`src/hw/rtl/smalu_pkg.sv`:
```
// Shared types, operation codes and widths for the sign-magnitude ALU.
`default_nettype none

package smalu_pkg;

   // Magnitude width and derived sizes
   localparam int MagWidth   = 32;
   localparam int ShiftBits  = $clog2(MagWidth);
   localparam int OpWidth    = 4;

   // Shift amounts at or above this limit clear the magnitude
   localparam logic [MagWidth-1:0] MagLimit = MagWidth'(MagWidth);

   // Operation codes
   localparam logic [OpWidth-1:0] OpAdd  = 4'd0;
   localparam logic [OpWidth-1:0] OpSub  = 4'd1;
   localparam logic [OpWidth-1:0] OpMul  = 4'd2;
   localparam logic [OpWidth-1:0] OpAnd  = 4'd3;
   localparam logic [OpWidth-1:0] OpOr   = 4'd4;
   localparam logic [OpWidth-1:0] OpXor  = 4'd5;
   localparam logic [OpWidth-1:0] OpShl  = 4'd6;
   localparam logic [OpWidth-1:0] OpShr  = 4'd7;
   localparam logic [OpWidth-1:0] OpNot  = 4'd8;
   localparam logic [OpWidth-1:0] OpNeg  = 4'd9;
   localparam logic [OpWidth-1:0] OpPass = 4'd10;
   localparam logic [OpWidth-1:0] OpInc  = 4'd11;
   localparam logic [OpWidth-1:0] OpDec  = 4'd12;
   localparam logic [OpWidth-1:0] OpCmp  = 4'd13;

   // One request item
   typedef struct packed {
      logic [OpWidth-1:0]  op;
      logic                a_sign;
      logic [MagWidth-1:0] a_mag;
      logic                b_sign;
      logic [MagWidth-1:0] b_mag;
   } req_type;

   // One result item
   typedef struct packed {
      logic                result_sign;
      logic [MagWidth-1:0] result_mag;
      logic                overflow;
      logic                less;
      logic                equal;
      logic                greater;
   } rsp_type;

endpackage

`default_nettype wire

```
`src/hw/rtl/sign_magnitude_alu.sv`:
```
// Top level: input register, datapath and result register of the sign-magnitude ALU.
//
//   channel   ports                        direction  flow
//   request   start, busy, req_item        in         taken when start and not busy
//   result    rsp_strobe, rsp_item         out        one cycle per item, no back-pressure
//
// One item per clock; a taken item passes the input register, the datapath and then the
// result register before its result appears.
// busy is always low: the multiplier and adders sit in one register stage.
// Synchronous active-high reset clears the strobes; payload is not reset.
// The receiver cannot stall, so nothing ever holds in the pipe.
`default_nettype none

module sign_magnitude_alu (
   input  wire                 clock,
   input  wire                 reset,
   input  wire                 start,
   output logic                busy,
   input  smalu_pkg::req_type  req_item,
   output logic                rsp_strobe,
   output smalu_pkg::rsp_type  rsp_item
);

   logic               req_valid_ff, req_valid_in;
   smalu_pkg::req_type req_ff;
   smalu_pkg::rsp_type rsp_ff, rsp_in;
   logic               rsp_valid_ff;

   assign busy         = 1'b0;
   assign req_valid_in = start & ~busy;

   // Capture the item
   always_ff @(posedge clock) begin
      if (reset) begin
         req_valid_ff <= 1'b0;
      end else begin
         req_valid_ff <= req_valid_in;
      end
      if (req_valid_in) begin
         req_ff <= req_item;
      end
   end

   smalu_core u_core (
      .req (req_ff),
      .rsp (rsp_in)
   );

   // Register the result and its strobe
   always_ff @(posedge clock) begin
      if (reset) begin
         rsp_valid_ff <= 1'b0;
      end else begin
         rsp_valid_ff <= req_valid_ff;
      end
      rsp_ff <= rsp_in;
   end

   assign rsp_strobe = rsp_valid_ff;
   assign rsp_item   = rsp_ff;

endmodule

`default_nettype wire

```
`src/hw/rtl/smalu_core.sv`:
```
// Combinational datapath: computes one result item from one request item.
`default_nettype none

module smalu_core (
   input  smalu_pkg::req_type req,
   output smalu_pkg::rsp_type rsp
);

   localparam int W = smalu_pkg::MagWidth;

   logic [smalu_pkg::OpWidth-1:0] op;
   logic          as, bs;
   logic [W-1:0]  am, bm;

   // adder operands
   logic          add_bs;
   logic [W-1:0]  add_bm;
   logic [W:0]    add_sum;
   logic [W-1:0]  diff_ab, diff_ba;
   logic          a_ge_b;
   logic          add_rs, add_ov;
   logic [W-1:0]  add_rm;

   logic [2*W-1:0] prod;
   logic [2*W-1:0] shl_wide;
   logic           shift_big;

   // compare
   logic          a_zero, b_zero, as_n, bs_n;
   logic          a_gt_mag;
   logic          lt, eq, gt;

   logic          rs, ov;
   logic [W-1:0]  rm;

   assign op = req.op;
   assign as = req.a_sign;
   assign am = req.a_mag;
   assign bs = req.b_sign;
   assign bm = req.b_mag;

   // Pick the second operand of the shared signed adder
   always_comb begin
      unique case (op)
         smalu_pkg::OpSub: begin
            add_bs = ~bs;
            add_bm = bm;
         end
         smalu_pkg::OpInc: begin
            add_bs = 1'b0;
            add_bm = W'(1);
         end
         smalu_pkg::OpDec: begin
            add_bs = 1'b1;
            add_bm = W'(1);
         end
         default: begin
            add_bs = bs;
            add_bm = bm;
         end
      endcase
   end

   // Signed add on magnitudes: sum on like signs, larger minus smaller otherwise
   assign add_sum = {1'b0, am} + {1'b0, add_bm};
   assign diff_ab = am - add_bm;
   assign diff_ba = add_bm - am;
   assign a_ge_b  = (am >= add_bm);

   always_comb begin
      if (as == add_bs) begin
         add_rs = as;
         add_rm = add_sum[W-1:0];
         add_ov = add_sum[W];
      end else if (a_ge_b) begin
         add_rs = as;
         add_rm = diff_ab;
         add_ov = 1'b0;
      end else begin
         add_rs = add_bs;
         add_rm = diff_ba;
         add_ov = 1'b0;
      end
   end

   // Multiply and left shift in double width; high half flags overflow
   assign prod      = {{W{1'b0}}, am} * {{W{1'b0}}, bm};
   assign shift_big = (bm >= smalu_pkg::MagLimit);
   assign shl_wide  = {{W{1'b0}}, am} << bm[smalu_pkg::ShiftBits-1:0];

   // Compare with minus zero folded to plus zero
   assign a_zero   = (am == '0);
   assign b_zero   = (bm == '0);
   assign as_n     = as & ~a_zero;
   assign bs_n     = bs & ~b_zero;
   assign a_gt_mag = (am > bm);

   always_comb begin
      lt = 1'b0;
      eq = 1'b0;
      gt = 1'b0;
      if (as_n != bs_n) begin
         lt = as_n;
         gt = ~as_n;
      end else if (am == bm) begin
         eq = 1'b1;
      end else if (!as_n) begin
         gt = a_gt_mag;
         lt = ~a_gt_mag;
      end else begin
         lt = a_gt_mag;
         gt = ~a_gt_mag;
      end
   end

   // Select the result by operation
   always_comb begin
      rs = 1'b0;
      rm = '0;
      ov = 1'b0;
      unique case (op)
         smalu_pkg::OpAdd, smalu_pkg::OpSub, smalu_pkg::OpInc, smalu_pkg::OpDec: begin
            rs = add_rs;
            rm = add_rm;
            ov = add_ov;
         end
         smalu_pkg::OpMul: begin
            rs = as ^ bs;
            rm = prod[W-1:0];
            ov = |prod[2*W-1:W];
         end
         smalu_pkg::OpAnd: begin
            rs = as & bs;
            rm = am & bm;
         end
         smalu_pkg::OpOr: begin
            rs = as | bs;
            rm = am | bm;
         end
         smalu_pkg::OpXor: begin
            rs = as ^ bs;
            rm = am ^ bm;
         end
         smalu_pkg::OpShl: begin
            rs = as;
            if (shift_big) begin
               rm = '0;
               ov = ~a_zero;
            end else begin
               rm = shl_wide[W-1:0];
               ov = |shl_wide[2*W-1:W];
            end
         end
         smalu_pkg::OpShr: begin
            rs = as;
            rm = shift_big ? '0 : (am >> bm[smalu_pkg::ShiftBits-1:0]);
         end
         smalu_pkg::OpNot: begin
            rs = ~as;
            rm = ~am;
         end
         smalu_pkg::OpNeg: begin
            rs = ~as;
            rm = am;
         end
         smalu_pkg::OpPass: begin
            rs = as;
            rm = am;
         end
         smalu_pkg::OpCmp: begin
            rs = 1'b0;
         end
         default: begin
            rs = 1'b0;
         end
      endcase
   end

   // Zero magnitude always reads as plus zero; flags only on compare
   always_comb begin
      rsp.result_sign = rs & (rm != '0);
      rsp.result_mag  = rm;
      rsp.overflow    = ov;
      rsp.less        = (op == smalu_pkg::OpCmp) & lt;
      rsp.equal       = (op == smalu_pkg::OpCmp) & eq;
      rsp.greater     = (op == smalu_pkg::OpCmp) & gt;
   end

endmodule

`default_nettype wire

```
`config.mk`:
```
export PLATFORM = sky130hd
export DESIGN_NAME = sign_magnitude_alu
export DESIGN_NICKNAME = d
export VERILOG_FILES = /design/src/hw/rtl/smalu_pkg.sv /design/src/hw/rtl/sign_magnitude_alu.sv /design/src/hw/rtl/smalu_core.sv
export SDC_FILE = /design/constraint.sdc
export NUM_CORES = 2
export LEC_CHECK = 0
export ABC_AREA = 1
export BUFFER_PORTS_ARGS = -buffer_cell sky130_fd_sc_hd__clkbuf_2
export CORE_MARGIN = 3
export CORE_UTILIZATION = 35
export DETAILED_ROUTE_END_ITERATION = 6
export GPL_TIMING_DRIVEN = 0
export PLACE_DENSITY_LB_ADDON = 0.3
export SLEW_MARGIN = 25
export SYNTH_ARGS = -nofsm -noshare
export SYNTH_HDL_FRONTEND = slang
export SYNTH_HIERARCHICAL = 1
export SYNTH_SLANG_ARGS = --single-unit
```
`constraint.sdc`:
```
create_clock -name clock -period 10.5 [get_ports clock]
set_input_delay 1.575 -clock clock [delete_from_list [all_inputs] [get_ports clock]]
set_output_delay 1.575 -clock clock [all_outputs]
set_load 0.03 [all_outputs]
```
==> results.ini <==
[clocking]
clock-sinks = 109
post-cts-setup-buffer-count = 0
cts_made_buffers = 9
cts-htree-levels = 3
clkSlewWorstSetupHoldPaths_ns = 0.07
cts_buffer_depth = 2
cts_tree = built
insertion_delay_ns = 0.45
cts_root_buffer = clkbuf_16

[synth]
synth_edf_count = 70
synth_compound_area_share_pct = 5.58
synthFlopType = edfxtp_1
synth_top_family_by_area = adder cells
synth_top_cell_area_share_pct = 34.0
avgSynthCellArea_um2 = 6.77
synthMuxAreaShare_pct = 0
ys_ff_latch = 109
synthesis.nets = 9248
yosysWarnings = 6
synth_area_um2 = 52900
synthTopCellsByArea = fa_1 34%, nand2_1 17%, inv_1 14%, ha_1 11%, nand3_1 4.4%
yosysTopAreaCell = fa_1
async_flop_share_pct = 0
yosysUniqueCellTypes = 56
yosysSeqAreaShare_pct = 5.45
synthAdderAreaFrac_pct = 44.8
synth_xor_area_share_pct = 0.629
synthSimpleGateAreaFrac_pct = 26.6
syn_inst = 7818

[critical_path]
slowest_delay_ns = 0.93
cp_common_cell = fa_1
slowest_stage = clkbuf_1
worstPathArrival_ns = 10.75
criticalPathCategory = reg -> reg
critPathRequiredTime_ns = 10.80
start_kind = flop
crit_path_end_kind = flop
critPathLaunch = req_ff[51]
path_buf_inv = 6
timing.rr.start = req_ff[51]
cpLargestDelayFamily = adder cells
path_max_fanout = 10

[global_route]
antenna_found_initial = 15
grt.overflow.total = 0
use_met1_pct = 42.4
grt_busiest_layer = met2
grt_first_pass_wirelength_mm = 365
grt_pass1_vias = 52284
grt_max_degree = 72
grt_usage_pct = 32.6
use_met2_pct = 49.0
met3_usage_pct = 8.39

[detailed_routing]
drc = 0
drt_first_pass_iters = 6
vias_per_cell = 5.32
dr_total_vias = 53020
antenna_left = 0
wl_per_cell_um = 25.7
wl_mm = 256
drt_iter0_markers = 6703

[sta]
setup_tns_ns = 0
finalCriticalPeriod_ns = 10.45
setup_viol = 0
fin_crit_sh_pct = 99.5
grt_setup_unrepaired = false
fmax_ghz = 0.0957
slew-limit-headroom_pct = 16.9
fin_ws_ns = 0.0491
slew_viol_final = 0
fin_worst_skew_ns = 0.0224
tightest_slew_ns = 1.25
hold_viol = 0

[cells_and_area]
drive_above_1_share_pct = 3.55
final_nets = 9371
fillers = 16453
postLayoutCoreUtil_pct = 37.6
synthToLayoutAreaGrowth_pct = 6.59
final_common_cell = nand2_1
mostFrequentLayoutCells = 2351 x nand2_1, 1974 x inv_1, 899 x fa_1

[die]
die_w_um = 395
ios = 112
core-area_um2 = 150000
initial_core_util_pct = 35.3
die_y_um = 395
rows = 142
die_area_um2 = 156000

[worst_hold_path]
hold_path_class = reg -> reg
hp-start = req_valid_ff

[place]
port_buffers = 110
dp.final_hpwl_mm = 218
pre_cts_ws_ns = 0.350
place.gp.congestion = 1.08

[flow_run]
maxCapViolCount = 0

[outcome]
status = completed

-- per-layer routing --
layer | up-vias | share of wire (%)
met5 | - | 0.058
met4 | 8 | 7.2
met3 | 745 | 11
met2 | 3316 | 42
met1 | 25748 | 39
li1 | 23203 | -
-- flip-flops by register name, indices dropped and copies added (netlist names) --
name / cells
req_valid_ff: 1
rsp_strobe: 1
req_ff: 70
rsp_item: 37
-- worst reg2reg max path: cells and delay by family, from the launching register on --
family          cells  cell delay [ns]
fa+ha+maj           9             4.74
simple gates       14             2.84
buf+inv             6             1.95
flops               1             0.67
compound gates      1             0.10
-- kinds of logic (layout without fill, tap and decap cells) --
family                   after synthesis  in the layout
other                                  1              8
buffers and inverters               2332           2460
XOR/XNOR                              38             38
AO/OA/AOI/OAI                        519            519
AND/OR/NAND/NOR                     3462           3462
flip-flops                           109            109
adder cells (fa/ha/maj)             1357           1357
-- timing repair --
item                       4_1_cts  5_1_grt
resized for setup                0        3
setup endpoints to repair        0        2
hold buffers                     0        0
-- final cells by class --
class / count / area [um2] / area share, %
diodes: 7 / 17.5 / 0.0311
plain buffers: 343 / 1470 / 2.61
clock buffers: 10 / 229 / 0.406
clock inverters: 6 / 93.8 / 0.166
inverters: 1989 / 7470 / 13.2
multi-input cells: 5377 / 41100 / 72.9
flip-flops and latches: 109 / 2880 / 5.11
well taps: 2016 / 2520 / 4.47
repair buffers: 112 / 598 / 1.06
-- cell usage after synthesis (all sizes together) (9+ instances only) --
| cell type | instances |
|---|---|
| nor2 | 477 |
| dfxtp | 39 |
| o21bai | 26 |
| buf | 110 |
| a31oi | 9 |
| edfxtp | 70 |
| nor3 | 37 |
| clkbuf | 233 |
| xor2 | 30 |
| a21oi | 243 |
| fa | 899 |
| o22ai | 9 |
| nand3 | 470 |
| inv | 1988 |
| ha | 458 |
| nand4 | 54 |
| nand2 | 2374 |
| nor4 | 14 |
| o211ai | 20 |
| a211oi | 13 |
| or2 | 10 |
| nand3b | 18 |
| o21ai | 157 |
-- path summary, 6_finish.rpt --
check,end,slack [ns],depth (start not counted)
min,rsp_strobe,0.42,2
max reg2reg,rsp_item[36],0.05,30
min reg2reg,rsp_strobe,0.42,2
max,rsp_item[36],0.05,30
-- stage by stage --
step | instances | cell area (um2) | hold WS (ns)
2_1_floorplan | 7818 | 52900 | 0.388
3_3_place_gp | 9944 | 56000 | 0.390
3_5_place_dp | 9946 | 56000 | 0.409
4_1_cts | 9962 | 56400 | 0.420
5_1_grt | 9962 | 56400 | 0.457
6_report | 9969 | 56400 | 0.418
Power is not shown: default switching activity piles up to over one toggle a cycle in this logic, so the estimate is an artifact.
